==> src/rtl/ddq_pkg.sv <==
`default_nettype none
// ----------------------------------------------------------------------------
// ddq_pkg
// Shared types, opcodes and constants of the resizable double-ended queue.
// ----------------------------------------------------------------------------
package ddq_pkg;

  localparam int MAX_DEPTH_DEF  = 1024;
  localparam int DATA_WIDTH_DEF = 32;
  localparam int MIN_CAP        = 10;

  localparam int OPC_W  = 3;
  localparam int VAL_W  = 32;
  localparam int STAT_W = 2;
  localparam int CNT_W  = 11;
  localparam int CAPO_W = 12;
  localparam int CFG_W  = 11;

  localparam logic [OPC_W-1:0] OP_QUERY      = 3'd0;
  localparam logic [OPC_W-1:0] OP_PUSH_FRONT = 3'd1;
  localparam logic [OPC_W-1:0] OP_PUSH_BACK  = 3'd2;
  localparam logic [OPC_W-1:0] OP_POP_FRONT  = 3'd3;
  localparam logic [OPC_W-1:0] OP_POP_BACK   = 3'd4;
  localparam logic [OPC_W-1:0] OP_POP_BOTH   = 3'd5;
  localparam logic [OPC_W-1:0] OP_CLEAR      = 3'd6;

  localparam logic [STAT_W-1:0] STAT_OK    = 2'd0;
  localparam logic [STAT_W-1:0] STAT_EMPTY = 2'd1;
  localparam logic [STAT_W-1:0] STAT_FULL  = 2'd2;

  typedef struct packed {
    logic [OPC_W-1:0]        opcode;
    logic signed [VAL_W-1:0] data_value;
  } ddq_in_t;

  typedef struct packed {
    logic [STAT_W-1:0]       status;
    logic signed [VAL_W-1:0] front_value;
    logic signed [VAL_W-1:0] back_value;
    logic [CNT_W-1:0]        element_count;
    logic [CAPO_W-1:0]       capacity;
    logic                    is_empty;
  } ddq_out_t;

endpackage
`default_nettype wire

==> src/rtl/ddq_next.sv <==
`default_nettype none
// ----------------------------------------------------------------------------
// ddq_next
// Next pointers, count and capacity for one operation, plus the RAM write.
// ----------------------------------------------------------------------------
module ddq_next #(
  parameter int MAX_DEPTH = ddq_pkg::MAX_DEPTH_DEF
) (
  input  wire logic [ddq_pkg::OPC_W-1:0]          opcode,
  input  wire logic [$clog2(MAX_DEPTH)-1:0]       head,
  input  wire logic [$clog2(MAX_DEPTH)-1:0]       tail,
  input  wire logic [$clog2(MAX_DEPTH+1)-1:0]     occ,
  input  wire logic [$clog2(2*MAX_DEPTH)-1:0]     cap,
  input  wire logic [$clog2(MAX_DEPTH+1)-1:0]     base,
  output logic      [$clog2(MAX_DEPTH)-1:0]       head_nxt,
  output logic      [$clog2(MAX_DEPTH)-1:0]       tail_nxt,
  output logic      [$clog2(MAX_DEPTH+1)-1:0]     occ_nxt,
  output logic      [$clog2(2*MAX_DEPTH)-1:0]     cap_nxt,
  output logic      [$clog2(MAX_DEPTH+1)-1:0]     base_nxt,
  output logic      [ddq_pkg::STAT_W-1:0]         status,
  output logic                                    wr_en,
  output logic      [$clog2(MAX_DEPTH)-1:0]       wr_addr
);
  import ddq_pkg::*;

  localparam int PTR_W = $clog2(MAX_DEPTH);
  localparam int OCC_W = $clog2(MAX_DEPTH+1);
  localparam int CAP_W = $clog2(2*MAX_DEPTH);

  function automatic logic [PTR_W-1:0] ptr_inc(input logic [PTR_W-1:0] p);
    if (int'(p) + 1 >= MAX_DEPTH) return '0;
    return p + 1'b1;
  endfunction

  function automatic logic [PTR_W-1:0] ptr_dec(input logic [PTR_W-1:0] p);
    if (p == '0) return PTR_W'(MAX_DEPTH - 1);
    return p - 1'b1;
  endfunction

  function automatic logic [CAP_W-1:0] shrink(input logic [OCC_W-1:0] n,
                                              input logic [CAP_W-1:0] c,
                                              input logic [OCC_W-1:0] b);
    if (int'(n) <= int'(c >> 2) && int'(c) >= 2 * int'(b)) return c >> 1;
    return c;
  endfunction

  logic [OCC_W-1:0] occ_mid;
  logic [CAP_W-1:0] cap_mid;

  always_comb begin
    head_nxt = head;
    tail_nxt = tail;
    occ_nxt  = occ;
    cap_nxt  = cap;
    base_nxt = base;
    status   = STAT_OK;
    wr_en    = 1'b0;
    wr_addr  = tail;
    occ_mid  = occ;
    cap_mid  = cap;
    unique case (opcode)
      OP_PUSH_FRONT, OP_PUSH_BACK: begin
        if (int'(occ) >= MAX_DEPTH) begin
          status = STAT_FULL;
        end else begin
          if (int'(occ) >= int'(cap)) begin
            cap_nxt = cap << 1;
          end
          occ_nxt = occ + 1'b1;
          wr_en   = 1'b1;
          if (opcode == OP_PUSH_FRONT) begin
            head_nxt = ptr_dec(head);
            wr_addr  = ptr_dec(head);
          end else begin
            tail_nxt = ptr_inc(tail);
          end
        end
      end
      OP_POP_FRONT: begin
        if (occ == '0) begin
          status = STAT_EMPTY;
        end else begin
          head_nxt = ptr_inc(head);
          occ_nxt  = occ - 1'b1;
          cap_nxt  = shrink(occ - 1'b1, cap, base);
        end
      end
      OP_POP_BACK: begin
        if (occ == '0) begin
          status = STAT_EMPTY;
        end else begin
          tail_nxt = ptr_dec(tail);
          occ_nxt  = occ - 1'b1;
          cap_nxt  = shrink(occ - 1'b1, cap, base);
        end
      end
      OP_POP_BOTH: begin
        if (occ == '0) begin
          status = STAT_EMPTY;
        end else begin
          head_nxt = ptr_inc(head);
          occ_mid  = occ - 1'b1;
          cap_mid  = shrink(occ_mid, cap, base);
          occ_nxt  = occ_mid;
          cap_nxt  = cap_mid;
          if (occ_mid == '0) begin
            status = STAT_EMPTY;
          end else begin
            tail_nxt = ptr_dec(tail);
            occ_nxt  = occ_mid - 1'b1;
            cap_nxt  = shrink(occ_mid - 1'b1, cap_mid, base);
          end
        end
      end
      OP_CLEAR: begin
        head_nxt = '0;
        tail_nxt = '0;
        occ_nxt  = '0;
        cap_nxt  = CAP_W'(MIN_CAP);
        base_nxt = OCC_W'(MIN_CAP);
      end
      default: begin
      end
    endcase
  end

endmodule
`default_nettype wire

==> config.mk <==
export PLATFORM = sky130hd
export DESIGN_NAME = ddq_next
export DESIGN_NICKNAME = d
export VERILOG_FILES = /design/src/rtl/ddq_pkg.sv /design/src/rtl/ddq_next.sv
export SDC_FILE = /design/constraint.sdc
export NUM_CORES = 1
export LEC_CHECK = 0
export BUFFER_PORTS_ARGS = -buffer_cell sky130_fd_sc_hd__buf_2
export CAP_MARGIN = 15
export CORE_MARGIN = 4
export CORE_UTILIZATION = 57
export DETAILED_ROUTE_END_ITERATION = 8
export PLACE_DENSITY = 0.87
export SYNTH_ARGS = -nofsm -noshare
export SYNTH_HDL_FRONTEND = slang
export SYNTH_SLANG_ARGS = --single-unit
export TNS_END_PERCENT = 100
==> constraint.sdc <==
create_clock -name vclk -period 12.7
set_clock_uncertainty 0.15 [all_clocks]
set_input_delay 2.54 -clock vclk [all_inputs]
set_output_delay 2.54 -clock vclk [all_outputs]
set_load 0.03 [all_outputs]
## Yosys cells after proc, flatten, opt, wreduce, memory -nomap -nowiden

Index checks and enable logic that the tools add are counted.

| word-level totals | value |
|---|---|
| register bits after elaboration | 0 |
| bits in read-only memories | 0 |
| logic and storage cells | 110 |
| memory bits (writable) | 0 |
| memories kept | 0 |
| bits in latches | 0 |
| input bits | 56 |
| output and inout bits | 66 |

| cells by class | value |
|---|---|
| reductions and logical operators | 8 |
| $mul | 0 |
| shifts and indexed selects | 0 |
| divide/modulo/power cells | 0 |
| muxes and demuxes | 79 |
| add/sub/neg operators | 9 |
| eq/ne operators | 6 |
| bitwise logic cells | 0 |
| order comparisons | 8 |

Operator list:

| operator | count |
|---|---|
| 2-to-1 mux 10 bit | 22 |
| 2-to-1 mux 11 bit | 19 |
| case mux 10 bit (4 select lines) | 2 |
| case mux 11 bit (5 select lines) | 1 |
| case mux 11 bit (4 select lines) | 1 |
| >= comparator 11 bit (second input constant) | 3 |
| 2-to-1 mux 1 bit | 32 |
| >= comparator 11 x 12 -> 1 bit | 2 |
| adder 10 x 1 -> 11 bit (second input constant) | 2 |
| <= comparator 11 x 9 -> 1 bit | 2 |
| logical NOT 11 bit | 2 |
| subtractor 11 x 1 -> 11 bit (second input constant) | 2 |
| adder 10 x 1 -> 10 bit (second input constant) | 2 |
| logical NOT 10 bit | 2 |
| subtractor 10 x 1 -> 10 bit (second input constant) | 2 |
| adder 11 x 1 -> 11 bit (second input constant) | 1 |
| >= comparator 11 bit | 1 |
| equality test 3 bit (second input constant) | 3 |
| equality test 3 x 2 -> 1 bit (second input constant) | 2 |
| case mux 2 bit (3 select lines) | 1 |
| OR reduction 2 bit | 2 |
| equality test 3 x 1 -> 1 bit (second input constant) | 1 |
| logical AND 1 bit | 2 |
| 2-to-1 mux 2 bit | 1 |

## Longest topological paths before layout

| logic depth | value |
|---|---|
| depth in word-level cells | 19 |
| gate-level depth with buffers | 31 |
| mapped depth without buffers | 25 |

## Worst setup path after synthesis

No wires, ideal clock.

| path | value |
|---|---|
| path type | in2out |
| start point | input port occ[0] |
| end point | output port cap_nxt[9] |
| arrival time | 8269 ps |
| required time | 10010 ps |
| stages | 27 |
| setup slack | 1741 ps |
| path buffers | 4 |
| cell sequence | clkbuf_1 -> inv_1 -> ha_1 -> buf_2 -> or4b_1 -> buf_2 -> o41ai_1 -> and2_1 -> inv_1 -> ha_1 -> nand4_1 -> nor2_1 -> and4_1 -> a21oi_1 -> nor3_4 -> buf_4 -> mux2i_1 -> inv_1 -> ha_1 -> a21o_1 -> a21o_1 -> a2111oi_0 -> o32ai_1 -> nand3b_2 -> and2_4 -> mux2i_1 -> a21boi_0 |

| between the ends | value |
|---|---|
| cells in the longest elaborated chain, start to end | 19 |
| elaborated cells between the ends (all ways) | 34 |
| classes of those cells | add/sub (2); order compare (5); mux (23); reduce/logical (4) |

RTL lines:

| what | line | RTL |
|---|---|---|
| start, declared | ddq_next.sv:12 | `input wire logic [$clog2(MAX_DEPTH+1)-1:0] occ,` |
| subtractor 11 x 1 -> 11 bit | ddq_next.sv:85, ddq_next.sv:94, ddq_next.sv:102 |  |
| <= comparator 11 x 9 -> 1 bit | ddq_next.sv:43 | `if (int'(n) <= int'(c >> 2) && int'(c) >= 2 * int'(b)) return c >> 1;` |
| logical AND 1 bit | ddq_next.sv:43 |  |
| 2-to-1 mux 1 bit | ddq_next.sv:43 |  |
| 2-to-1 mux 1 bit | ddq_next.sv:80, ddq_next.sv:89, ddq_next.sv:98 |  |
| 2-to-1 mux 1 bit | ddq_next.sv:61 | `unique case (opcode)` |
| 2-to-1 mux 11 bit | ddq_next.sv:44 | `return c;` |
| 2-to-1 mux 11 bit | ddq_next.sv:98 | `if (occ == '0) begin` |
| [3 not listed] | -- |  |
| 2-to-1 mux 1 bit | ddq_next.sv:43 |  |
| 2-to-1 mux 1 bit | ddq_next.sv:106 | `if (occ_mid == '0) begin` |
| 2-to-1 mux 1 bit | ddq_next.sv:98 |  |
| 2-to-1 mux 1 bit | ddq_next.sv:61 |  |
| 2-to-1 mux 11 bit | ddq_next.sv:44 |  |
| 2-to-1 mux 11 bit | ddq_next.sv:106 |  |
| 2-to-1 mux 11 bit | ddq_next.sv:98 |  |
| case mux 11 bit (5 select lines) * | ddq_next.sv:61 |  |
| end, declared | ddq_next.sv:18 | `output logic [$clog2(2*MAX_DEPTH)-1:0] cap_nxt,` |

Every way passes the cells marked *; elsewhere a longest branch is shown, timed or not. The select of a mux whose other input is x is not followed.

## Final worst setup path

Same ends and word-level chain as after synthesis.

==> results.yml <==
status:
  outcome: "finished, final reports clean"
placement:
  gp_congestion: 1.05
  post-dp-hpwl_um: 13500
  port_buffers: 122
die:
  io_pins: 122
  core_area_um2: 7890
  die-area_um2: 9780
  die_x_um: 98.9
  fp.dieH_um: 98.9
  initial_core_util: 0.597
  num_rows: 32
global_routing:
  grt_pass1_wl_um: 27300
  grt_max_degree: 40
  overflow: 0
  antenna_found_initial: 0
  grt_usage: 0.325
  grt_pass1_vias: 5771
route:
  dr.pass1.iters: 8
  met3_length_um: 1960
  routed_wl_um: 17200
  drt-vias-per-instance: 6.82
  wl_per_cell_um: 18.7
  top_layer: "met4"
  wl_met1_um: 6720
  via_count: 6289
  wl_met2_um: 7880
  postRouteAntennaNets: 0
  dr.first_iter.drc_count: 765
  drc: 0
yosys:
  yosysWarnings: 0
  syn-num-nets: 860
  synth_cell_types: 73
  avgSynthCellArea_um2: 6.30
  netlist_instances: 747
  netlist_area_um2: 4710
  yosysSeqAreaShare: 0
timing:
  final_max_slew_viol_count: 0
  tns_ns: 0
  hold_viol: 0
  slew_headroom: 0.374
  fin_crit_ns: 11.57
  period_share: 0.911
  worstMarginPinSlew_ns: 0.930
  grt_setup_unrepaired: "false"
  setup_viol: 0
  fmax_ghz: 0.0864
worst_setup_path:
  cpPeakStageDelay_ns: 0.59
  end_kind: "primary output"
  crit_slowest_cell: "or4b_1"
  critPathBufInv: 5
  path_delay_family: "simple AND/OR/NAND/NOR gates"
  criticalPathCategory: "primary input to primary output"
  cp.arrival_ns: 8.88
  required_ns: 10.01
  startpoint_type: "primary input"
  crit_fanout: 14
min_path:
  hp-class: "primary input to primary output"
cts:
  ctsResizeCount: 0
  cts_setup_buffers: 0
  hold_buffers: 0
finish:
  seq_cells: 0
  final_nets: 935
  drive_gt1_frac: 0.184
  n_fill_cell: 727
  regArea_um2: 0
  area_growth_syn_to_layout_pct: 11.3
  antennaDiodeCount: 0
  multiInputGateArea_um2: 4270
  nClkBuffers: 0
power:
  leakage_nw: 2.38
  power_mw: 0.236
  peakVddDrop_mv: 0.0387
  power.density_nw_per_um2: 45.1
run:
  maxCapViolCount: 0
[per-layer routing]
| layer | vias up | track usage |
|---|---|---|
| li1 | 2924 | - |
| met4 | 0 | 0.116 |
| met1 | 2833 | 0.429 |
| met2 | 460 | 0.542 |
| met5 | - | 0 |
| met3 | 72 | 0.0368 |
[worst paths after layout]
kind	startpoint	endpoint	slack, ns	cells after the start
worst min-delay path	base[1]	base_nxt[1]	5.31	4
worst max-delay path	occ[0]	cap_nxt[9]	1.13	25
[through the flow]
| stage | hold slack, ns | instances | util | cell area [um2] | worst slack (ns) |
|---|---|---|---|---|---|
| 2_1_floorplan | 5.13 | 747 | - | 4710 | 1.74 |
| 3_3_place_gp | 5.32 | 922 | 0.664 | 5240 | 1.44 |
| 3_5_place_dp | 5.31 | 922 | 0.664 | 5240 | 1.32 |
| 4_1_cts | 5.31 | 922 | 0.664 | 5240 | 1.29 |
| 5_1_grt | 5.34 | 922 | 0.664 | 5240 | 0.722 |
| 6_report | 5.31 | 922 | 0.664 | 5240 | 1.13 |
[layout by cell type (no fill, tap or decap), types with 4 or more instances in the layout]
cell,Yosys,routed
buf_2,3,122
nand2_1,77,77
o21ai_0,65,65
nor2_1,58,58
a21oi_1,57,57
ha_1,57,57
inv_1,54,54
nor3_1,24,23
nand3_1,23,23
xnor2_1,20,20
a211oi_1,18,18
o211ai_1,18,18
mux2i_1,16,16
a31oi_1,15,15
and3_1,15,15
a21o_1,12,12
or3_1,11,11
nand4_1,10,10
and2_1,10,10
xor2_1,9,9
nand2b_1,8,8
nor2b_1,8,8
o21ai_1,6,6
o221ai_1,6,6
a22oi_1,6,6
or2_2,5,5
nor4_1,5,5
o31ai_1,5,5
nand4b_1,4,4
o21a_1,4,4
o311ai_0,4,4
buf_4,2,4
[layout make-up]
class	count	area share
multi-input combinational	640	0.815
timing repair buffer	126	0.122
inverter	54	0.0387
tap	102	0.0244
[Yosys cell counts (all sizes together) (6+ instances only)]
library cell  count  area [um2]
a211oi           18         135
a21o             12        90.1
a21oi            58         294
a22oi             6        45.0
a31oi            15        93.8
and2             12        80.1
and3             16         105
buf              14        93.8
clkbuf           39         146
ha               57         713
inv              54         203
mux2i            16         160
nand2            77         289
nand2b            8        50.1
nand3            23         115
nand4            10        62.6
nor2             59         224
nor2b             8        50.1
nor3             25         136
nor4              6        43.8
o211ai           18         135
o21ai            73         373
o221ai            6        52.6
or3              11        68.8
xnor2            20         175
xor2              9        78.8
[logic make-up after synthesis]
group | share of synthesized area
compound gates | 0.357
buf+inv | 0.0941
mux | 0.0340
fa+ha+maj | 0.156
simple gates | 0.305
xor+xnor | 0.0540
[worst min-delay path, delay by kind of cell]
kind                   cells  cell delay [ns]
buffers and inverters      3             0.32
AND/OR/NAND/NOR            1             0.06
[report_power, final]
part	switching, mW	leakage, nW	total [mW]	internal, mW
logic	0.159	2.38	0.236	0.0771
registers	0	0	0	0
clock network	0	0	0	0
Note: power is estimated with default switching activity, not from simulation.
